### src/rtl/ptpc_pkg.sv
package ptpc_pkg;

  // Request codes carried in the low bits of s_tuser.
  localparam logic [2:0] OP_DEG2POS  = 3'd0;
  localparam logic [2:0] OP_POS2DEG  = 3'd1;
  localparam logic [2:0] OP_CODE2POS = 3'd2;
  localparam logic [2:0] OP_POS2CODE = 3'd3;
  localparam logic [2:0] OP_ORDER    = 3'd4;

  // Configuration register indexes.
  localparam logic CFG_COORD_TYPE = 1'b0;
  localparam logic CFG_IMAGE_FLIP = 1'b1;

  localparam int ValueAW = 33;
  localparam int ValueBW = 20;
  localparam int ResultW = 21;
  localparam int ClampW  = 18;

  // Degree scale per coordinate type and half of it for rounding.
  localparam logic [11:0] BASE_T0 = 12'd2359;
  localparam logic [11:0] BASE_T1 = 12'd512;
  localparam logic [20:0] HALF_T0 = 21'd1179;
  localparam logic [20:0] HALF_T1 = 21'd256;

  // Reciprocals for exact division of narrow magnitudes.
  localparam logic [20:0] RECIP_10   = 21'd838861;   // ceil(2^23 / 10)
  localparam logic [20:0] RECIP_2359 = 21'd1820673;  // ceil(2^32 / 2359)

  localparam logic [16:0] DEG_IN_SAT = 17'h1FFFF;
  localparam logic [19:0] POS_SAT    = 20'hFFFFF;

  localparam logic [20:0] NO_LIMIT_T0 = 21'h07FFFF;
  localparam logic [20:0] NO_LIMIT_T1 = 21'h007FFF;

  typedef struct packed {
    logic [ResultW-1:0] value;
    logic               ok;
  } direct_t;

  function automatic logic signed [ClampW-1:0] lim_lo(input logic deg, input logic tilt,
                                                      input logic t, input logic f);
    logic signed [ClampW-1:0] v;
    if (deg) begin
      if (!tilt)   v = t ? -18'sd170 : -18'sd170;
      else if (!t) v = f ? -18'sd210 : -18'sd30;
      else         v = f ? -18'sd90 : -18'sd20;
    end else begin
      if (!tilt)   v = t ? -18'sd8704 : -18'sd40103;
      else if (!t) v = f ? -18'sd49539 : -18'sd7077;
      else         v = f ? -18'sd4608 : -18'sd1024;
    end
    return v;
  endfunction

  function automatic logic signed [ClampW-1:0] lim_hi(input logic deg, input logic tilt,
                                                      input logic t, input logic f);
    logic signed [ClampW-1:0] v;
    if (deg) begin
      if (!tilt)   v = 18'sd170;
      else if (!t) v = f ? 18'sd15 : 18'sd195;
      else         v = f ? 18'sd20 : 18'sd90;
    end else begin
      if (!tilt)   v = t ? 18'sd8704 : 18'sd40103;
      else if (!t) v = f ? 18'sd3538 : 18'sd46000;
      else         v = f ? 18'sd1024 : 18'sd4608;
    end
    return v;
  endfunction

endpackage

### src/rtl/ptpc_direct.sv
module ptpc_direct import ptpc_pkg::*; (
  input  logic [2:0]         op,
  input  logic               axis,
  input  logic [ValueAW-1:0] value_a,
  input  logic [ValueBW-1:0] value_b,
  input  logic               coord_type,
  output direct_t            result
);

  logic        hi_bits;
  logic [19:0] code;
  logic [20:0] no_limit;
  logic [19:0] rel_max;
  logic [20:0] code2pos;
  logic signed [ValueAW-1:0] a_s;
  logic signed [ValueAW-1:0] b_s;
  logic        a_gt_b;
  logic        b_gt_a;

  always_comb begin
    if (coord_type) begin
      hi_bits  = |value_a[32:16];
      code     = {4'd0, value_a[15:0]};
      no_limit = NO_LIMIT_T1;
      rel_max  = axis ? 20'h01600 : 20'h04400;
    end else begin
      hi_bits  = |value_a[32:20];
      code     = value_a[19:0];
      no_limit = NO_LIMIT_T0;
      rel_max  = axis ? 20'h0CF56 : 20'h1394E;
    end
  end

  // Codes above the relative maximum wrap to negative positions.
  always_comb begin
    if (hi_bits || (value_a == 33'(no_limit))) begin
      code2pos = no_limit;
    end else if (code > rel_max) begin
      code2pos = coord_type ? {5'b11111, code[15:0]} : {1'b1, code};
    end else begin
      code2pos = {1'b0, code};
    end
  end

  assign a_s    = $signed(value_a);
  assign b_s    = 33'($signed(value_b));
  assign a_gt_b = a_s > b_s;
  assign b_gt_a = b_s > a_s;

  always_comb begin
    result = '0;
    case (op)
      OP_CODE2POS: result.value = code2pos;
      OP_POS2CODE: result.value = {1'b0, code};
      OP_ORDER:    result.ok = (!axis && coord_type) ? b_gt_a : a_gt_b;
      default:     result = '0;
    endcase
  end

endmodule

### src/rtl/pan_tilt_position_converter_core.sv
// Pan/tilt position converter, four register stages deep.
// A request passes through the stage 1, stage 2, stage 3 and output registers, and
// one request can be accepted every cycle; stages hold while the output waits.
// A reciprocal multiply performs the constant division.
// Reset (synchronous, rst high) empties the pipeline and sets coord_type and
// image_flip to zero.
module pan_tilt_position_converter_core import ptpc_pkg::*; (
  input  logic        clk,
  input  logic        rst,
  input  logic        cfg_wr_en,
  input  logic        cfg_index,
  input  logic        cfg_wdata,
  input  logic        s_tvalid,
  output logic        s_tready,
  input  logic [55:0] s_tdata,   // value_a[32:0], value_b[52:33], zero pad
  input  logic [3:0]  s_tuser,   // req_type[2:0], axis[3]
  output logic        m_tvalid,
  input  logic        m_tready,
  output logic [23:0] m_tdata    // result_value[20:0], order_ok[21], zero pad
);

  logic coord_type;
  logic image_flip;

  always_ff @(posedge clk) begin
    if (rst) begin
      coord_type <= 1'b0;
      image_flip <= 1'b0;
    end else if (cfg_wr_en) begin
      case (cfg_index)
        CFG_COORD_TYPE: coord_type <= cfg_wdata;
        CFG_IMAGE_FLIP: image_flip <= cfg_wdata;
        default: ;
      endcase
    end
  end

  // Pipeline occupancy and flow control.
  logic v1, v2, v3, vout;
  logic rdy1, rdy2, rdy3, rdy_out;

  assign rdy_out  = !vout || m_tready;
  assign rdy3     = !v3 || rdy_out;
  assign rdy2     = !v2 || rdy3;
  assign rdy1     = !v1 || rdy2;
  // No request is taken while reset is held.
  assign s_tready = rdy1 && !rst;
  assign m_tvalid = vout;

  always_ff @(posedge clk) begin
    if (rst) begin
      v1   <= 1'b0;
      v2   <= 1'b0;
      v3   <= 1'b0;
      vout <= 1'b0;
    end else begin
      if (rdy1)    v1   <= s_tvalid;
      if (rdy2)    v2   <= v1;
      if (rdy3)    v3   <= v2;
      if (rdy_out) vout <= v3;
    end
  end

  // Stage 1: input register.
  logic [2:0]         op1;
  logic               axis1;
  logic [ValueAW-1:0] a1;
  logic [ValueBW-1:0] b1;

  always_ff @(posedge clk) begin
    if (rdy1) begin
      op1   <= s_tuser[2:0];
      axis1 <= s_tuser[3];
      a1    <= s_tdata[32:0];
      b1    <= s_tdata[52:33];
    end
  end

  // Stage 1 -> 2: scale product, rounded numerator, direct results.
  logic signed [45:0] prod_next;
  logic signed [12:0] base_s;
  logic [32:0]        amag;
  logic [16:0]        amag_sat;
  logic [20:0]        num_next;
  direct_t            direct_next;

  assign base_s    = $signed({1'b0, coord_type ? BASE_T1 : BASE_T0});
  assign prod_next = 46'($signed(a1)) * 46'(base_s);
  assign amag      = a1[32] ? (~a1 + 33'd1) : a1;
  // Large inputs saturate; their quotient still lands beyond every clamp.
  assign amag_sat  = (amag > 33'(DEG_IN_SAT)) ? DEG_IN_SAT : amag[16:0];
  assign num_next  = ({4'd0, amag_sat} << 3) + ({4'd0, amag_sat} << 1)
                   + (coord_type ? HALF_T1 : HALF_T0);

  ptpc_direct u_direct (
    .op         (op1),
    .axis       (axis1),
    .value_a    (a1),
    .value_b    (b1),
    .coord_type (coord_type),
    .result     (direct_next)
  );

  logic [2:0]         op2;
  logic               axis2;
  logic signed [45:0] prod2;
  logic               neg_a2;
  logic [20:0]        num2;
  direct_t            direct2;

  always_ff @(posedge clk) begin
    if (rdy2) begin
      op2     <= op1;
      axis2   <= axis1;
      prod2   <= prod_next;
      neg_a2  <= a1[32];
      num2    <= num_next;
      direct2 <= direct_next;
    end
  end

  // Stage 2 -> 3: divide magnitudes by a constant through a reciprocal multiply (a shift for type 1 pos-to-deg).
  logic [45:0] pmag;
  logic [19:0] psat;
  logic [20:0] mul_x;
  logic [20:0] mul_k;
  logic [41:0] mul_p;
  logic [16:0] quo_next;
  logic        neg_next;

  assign pmag  = prod2[45] ? 46'(-prod2) : 46'(prod2);
  assign psat  = (pmag > 46'(POS_SAT)) ? POS_SAT : pmag[19:0];
  assign mul_x = (op2 == OP_DEG2POS) ? {1'b0, psat} : num2;
  assign mul_k = (op2 == OP_DEG2POS) ? RECIP_10 : RECIP_2359;
  assign mul_p = 42'(mul_x) * 42'(mul_k);

  always_comb begin
    if (op2 == OP_DEG2POS) begin
      quo_next = mul_p[39:23];
      neg_next = prod2[45];
    end else begin
      quo_next = coord_type ? 17'(num2[20:9]) : 17'(mul_p[41:32]);
      neg_next = neg_a2;
    end
  end

  logic [2:0]  op3;
  logic        axis3;
  logic [16:0] quo3;
  logic        neg3;
  direct_t     direct3;

  always_ff @(posedge clk) begin
    if (rdy3) begin
      op3     <= op2;
      axis3   <= axis2;
      quo3    <= quo_next;
      neg3    <= neg_next;
      direct3 <= direct2;
    end
  end

  // Stage 3 -> output: restore the sign, clamp, select.
  logic signed [ClampW-1:0] sval;
  logic signed [ClampW-1:0] lo;
  logic signed [ClampW-1:0] hi;
  logic signed [ClampW-1:0] clamped;
  logic                     is_deg;
  direct_t                  out_next;

  assign sval   = neg3 ? -$signed({1'b0, quo3}) : $signed({1'b0, quo3});
  assign is_deg = (op3 == OP_POS2DEG);
  assign lo     = lim_lo(is_deg, axis3, coord_type, image_flip);
  assign hi     = lim_hi(is_deg, axis3, coord_type, image_flip);

  always_comb begin
    if (sval < lo)      clamped = lo;
    else if (sval > hi) clamped = hi;
    else                clamped = sval;
  end

  always_comb begin
    case (op3)
      OP_DEG2POS, OP_POS2DEG: begin
        out_next.value = ResultW'(clamped);
        out_next.ok    = 1'b0;
      end
      default: out_next = direct3;
    endcase
  end

  direct_t out_q;

  always_ff @(posedge clk) begin
    if (rdy_out) begin
      out_q <= out_next;
    end
  end

  assign m_tdata = {2'b00, out_q.ok, out_q.value};

endmodule
### config.mk
export PLATFORM = sky130hd
export DESIGN_NAME = pan_tilt_position_converter_core
export DESIGN_NICKNAME = d
export VERILOG_FILES = /design/src/rtl/ptpc_pkg.sv /design/src/rtl/ptpc_direct.sv /design/src/rtl/pan_tilt_position_converter_core.sv
export SDC_FILE = /design/constraint.sdc
export NUM_CORES = 2
export LEC_CHECK = 0
export BUFFER_PORTS_ARGS = -buffer_cell sky130_fd_sc_hd__buf_2
export CORE_ASPECT_RATIO = 0.9
export CORE_MARGIN = 2
export CORE_UTILIZATION = 35
export DETAILED_ROUTE_END_ITERATION = 7
export PLACE_DENSITY = 0.6
export SYNTH_ARGS = -nofsm -noshare
export SYNTH_HDL_FRONTEND = slang
export SYNTH_SLANG_ARGS = --single-unit
export TNS_END_PERCENT = 5
### constraint.sdc
create_clock -name clk -period 14.5 [get_ports clk]
set_input_delay 0.725 -clock clk [delete_from_list [all_inputs] [get_ports clk]]
set_output_delay 0.725 -clock clk [all_outputs]
set_load 0.02 [all_outputs]
==> reports/metrics.sh <==
OUTCOME='finished, final reports clean'
DPL.HPWL_MM=62.7
CAP_VIOLATIONS=0
FIRST_PASS_GRT_WIRE_LENGTH_MM=123
CTSRESIZECOUNT=0
STDCELL_AREA_UM2=35100
CLOCK_TREE.HTREE_LEVEL_COUNT=1
CRIT_SLOWEST_CELL='sky130_fd_sc_hd__nor4_1'
NUM_VIAS=22700
MAX-VDD-IR-DROP_mV=0.209
GRT_MAX_DEGREE=65
POST_ROUTE_CELLS_DRIVE_ABOVE_1_SHARE_PCT=6.44
CRITPATHLAUNCHTYPE='flip-flop'
YOSYS_WARNINGS=0
FINAL-INSTANCE-COUNT-EXCL-FILL=4661
OVERFLOW_LEFT_AFTER_GLOBAL_ROUTING=0
YOSYSUNIQUECELLTYPES=95
CPMOSTUSEDCELL='sky130_fd_sc_hd__fa_1'
CLOCK_TREE.BUFFER_DEPTH=3
SYNTH.MOST_COMMON_CELL='sky130_fd_sc_hd__inv_1'
FINALNETCOUNT=4390
REPORT.FINAL.SETUP_VIOL=0
FINAL_PERIOD_MINUS_WORST_SETUP_SLACK_NS=11.20
CORE.ROWCOUNT=105
WHS_NS=0.342
PLACEDCELLCOUNT=4617
SETUP-TNS-FINAL_NS=0
ASYNC_FLOP_SHARE_PCT=0
POST_CTS_BUFFERS=0
TIGHTEST_SLEW_NS=1.10
RSZ_0062_RAISED_AFTER_GLOBAL_ROUTING='false'
VIA_PER_INST=4.87
PIN_COUNT=93
POST_SYNTH_EDFFS=217
WORSTPATHMAXFANOUT=20
GRT_PASS1_VIAS=22800
DRT.ANTENNA.VIOLATING_NETS=0
DRC_ERRORS=0
PLACED_AREA_UM2=34400
YOSYSSEQAREASHARE_PCT=20.5
POSTSYNTHREGISTERBITS=223
FP.DIEAREA_UM2=94900
POWER.LEAKAGE_nW=17.8
FIRST_ITER_VIOLATIONS=1364
CORE_REGION_AREA_UM2=91400
SYNTH_TOP_CELL_BY_AREA='sky130_fd_sc_hd__fa_1'
TIMING.CRITICAL_PATH.ARRIVAL_NS=11.48
CTS.SINK_COUNT=223
POST_SYNTH_MAIN_AREA_CONTRIBUTORS='sky130_fd_sc_hd__fa_1, sky130_fd_sc_hd__edfxtp_1, sky130_fd_sc_hd__ha_1, sky130_fd_sc_hd__inv_1, sky130_fd_sc_hd__nand2_1'
TIMING_MAX_TRANSITION_VIOLATIONS_FINAL=0
FLOORPLAN.DIE.WIDTH_UM=325
FLOORPLAN.INITIALDENSITY_PCT=35.4
TOTAL_WIRE_LENGTH_AFTER_DETAILED_ROUTING_MM=75.6
TIMING.FINAL.CRIT_SHARE_PCT=77.2
CTS_BUFFERS=24
SYNTHCELLS=3313
SYNTHTOPCELLSBYCOUNT='sky130_fd_sc_hd__inv_1, sky130_fd_sc_hd__ha_1, sky130_fd_sc_hd__fa_1'
DR.PASS1.ITERS=6
TIMING.CLOCK.SKEW_NS=0.0215
YOSYSTOPAREACELLSHARE_PCT=25.2
ROUTE.DETAILED.WL_PER_INST_UM=16.2
YS_DOMINANT_REG_CELL='sky130_fd_sc_hd__edfxtp_1'
SLEW-LIMIT-HEADROOM_PCT=26.4
TIMING.FMAX_GHz=0.0893
FINALHOLDVIOLCOUNT=0
TIMING.SETUP.CRITICAL_PATH_CLASS='reg2reg'
GRT_UTIL_ALL_LAYERS_PCT=16.0
PORTBUFFERS=87
CP_DATA_REQUIRED_TIME_NS=14.79
PATH_CLK_SLEW_NS=0.07
POWER-PER-CELL-AREA_nW_PER_UM2=227
INSERTION_DELAY_NS=0.56
CLOCK_TREE_FROM_TRITONCTS='built'
ANTENNA_CELLS_INSERTED=0
CTS.ROOT.BUFFER_CELL='sky130_fd_sc_hd__clkbuf_16'
DIE_H_UM=293
ANTENNA_FOUND_INITIAL=0
CRITPATHCAPTURETYPE='flip-flop'
SYN_TO_FINAL_GROWTH_PCT=8.52
MIN-DELAY-PATH-CLASS='in2reg'
STAGE_DELAY_OF_THE_SLOWEST_CELL_ON_THE_CRITICAL_PATH_NS=0.74
SYN-CELL-AREA_UM2=32400
POSTCTSHOLDBUFS=0
AVGSYNTHCELLAREA_UM2=9.77
GLOBALPLACE.CONGESTION=0.893
[registers in the layout, summed over array words and instances, names as in the netlist, 3 cells and up]
| register | cells |
|---|---|
| quo3 | 17 |
| op1 | 3 |
| op2 | 3 |
| prod2 | 46 |
| num2 | 21 |
| m_tdata | 22 |
| direct2 | 22 |
| op3 | 3 |
| direct3 | 22 |
| b1 | 20 |
| a1 | 33 |
[cell type report]
type / instances / area (µm²)
Clock buffer: 31 / 637
Multi-Input combinational cell: 2274 / 22600
Clock inverter: 13 / 134
Tap cell: 1230 / 1540
Inverter: 771 / 2900
Sequential cell: 223 / 6640
Timing Repair Buffer: 119 / 676
Fill cell: 9216 / 56300
[report_power, final]
part,leakage [nW],switching (mW),internal [mW]
logic,15.0,3.58,2.59
clock network,0.374,0.265,0.348
registers,2.44,0.164,1.03
[layout by cell type (no fill, tap or decap), types with 11 or more instances in the layout]
| master | instances |
|---|---|
| sky130_fd_sc_hd__a21o_1 | 80 |
| sky130_fd_sc_hd__nand3_1 | 39 |
| sky130_fd_sc_hd__and3_1 | 19 |
| sky130_fd_sc_hd__or4_1 | 18 |
| sky130_fd_sc_hd__clkbuf_16 | 24 |
| sky130_fd_sc_hd__fa_1 | 408 |
| sky130_fd_sc_hd__conb_1 | 29 |
| sky130_fd_sc_hd__o31a_1 | 11 |
| sky130_fd_sc_hd__xor2_1 | 46 |
| sky130_fd_sc_hd__nor2_1 | 135 |
| sky130_fd_sc_hd__mux2_2 | 12 |
| sky130_fd_sc_hd__o31ai_1 | 19 |
| sky130_fd_sc_hd__ha_1 | 502 |
| sky130_fd_sc_hd__nor2b_1 | 18 |
| sky130_fd_sc_hd__nand2b_1 | 30 |
| sky130_fd_sc_hd__inv_1 | 769 |
| sky130_fd_sc_hd__a31oi_1 | 17 |
| sky130_fd_sc_hd__or2_2 | 19 |
| sky130_fd_sc_hd__a21oi_1 | 130 |
| sky130_fd_sc_hd__edfxtp_1 | 217 |
| sky130_fd_sc_hd__or3_1 | 19 |
| sky130_fd_sc_hd__o21ai_0 | 111 |
| sky130_fd_sc_hd__xnor2_1 | 68 |
| sky130_fd_sc_hd__o21a_1 | 18 |
| sky130_fd_sc_hd__nor3_1 | 45 |
| sky130_fd_sc_hd__buf_4 | 32 |
| sky130_fd_sc_hd__nor4_1 | 23 |
| sky130_fd_sc_hd__nand2_1 | 247 |
| sky130_fd_sc_hd__o41ai_1 | 15 |
| sky130_fd_sc_hd__nand4_1 | 15 |
| sky130_fd_sc_hd__and2_1 | 29 |
| sky130_fd_sc_hd__buf_2 | 87 |
[metrics by stage]
step / utilization (%) / worst slack, ns / power (mW)
6_report: 38.4 / 3.30 / 7.98
5_1_grt: 38.4 / 2.75 / 8.89
4_1_cts: 38.4 / 3.42 / 8.04
3_5_place_dp: 37.6 / 3.44 / 7.37
3_3_place_gp: 37.6 / 3.49 / 7.32
2_1_floorplan: - / 4.99 / 5.87
[critical path: cells and delay by family, from the launching register on]
| family | cells | cell delay [ns] |
|---|---|---|
| AOI/OAI and AO/OA | 10 | 2.12 |
| and+or+nand+nor | 10 | 3.75 |
| adders and majority gates | 8 | 3.97 |
| buffers and inverters | 5 | 0.43 |
| muxes | 1 | 0.23 |
| DFF | 1 | 0.44 |
[metal layers]
metal	wire length (µm)	vias to the layer above	global-route usage [%]	part of all wire (%)
met5	0	-	0	0
met4	1120	0	2.38	1.5
met3	3760	66	1.94	5.0
met2	34600	490	26.2	46
met1	36100	11100	23.0	48
li1	-	11100	-	-
[logic make-up after synthesis]
logic type      Yosys count  synth area share, %
flops                   223                 20.5
other cells               2               0.0232
simple gates            698                 10.8
fa+ha+maj               910                 44.6
compound gates          502                 10.2
buf+inv                 843                 10.0
xor+xnor                114                 3.08
mux                      21                0.696
[path summary, 6_finish.rpt]
check / start / to / slack (ns) / cells after the start
max: prod2[1]$_DFFE_PP_ / quo3[8]$_DFFE_PP_ / 3.30 / 34
min: s_tuser[1] / op1[1]$_DFFE_PN_ / 0.34 / 1
max reg2reg: prod2[1]$_DFFE_PP_ / quo3[8]$_DFFE_PP_ / 3.30 / 34
min reg2reg: direct2[17]$_DFFE_PP_ / direct3[17]$_DFFE_PP_ / 0.40 / 0
No activity file was read; power rests on OpenSTA's default activity.
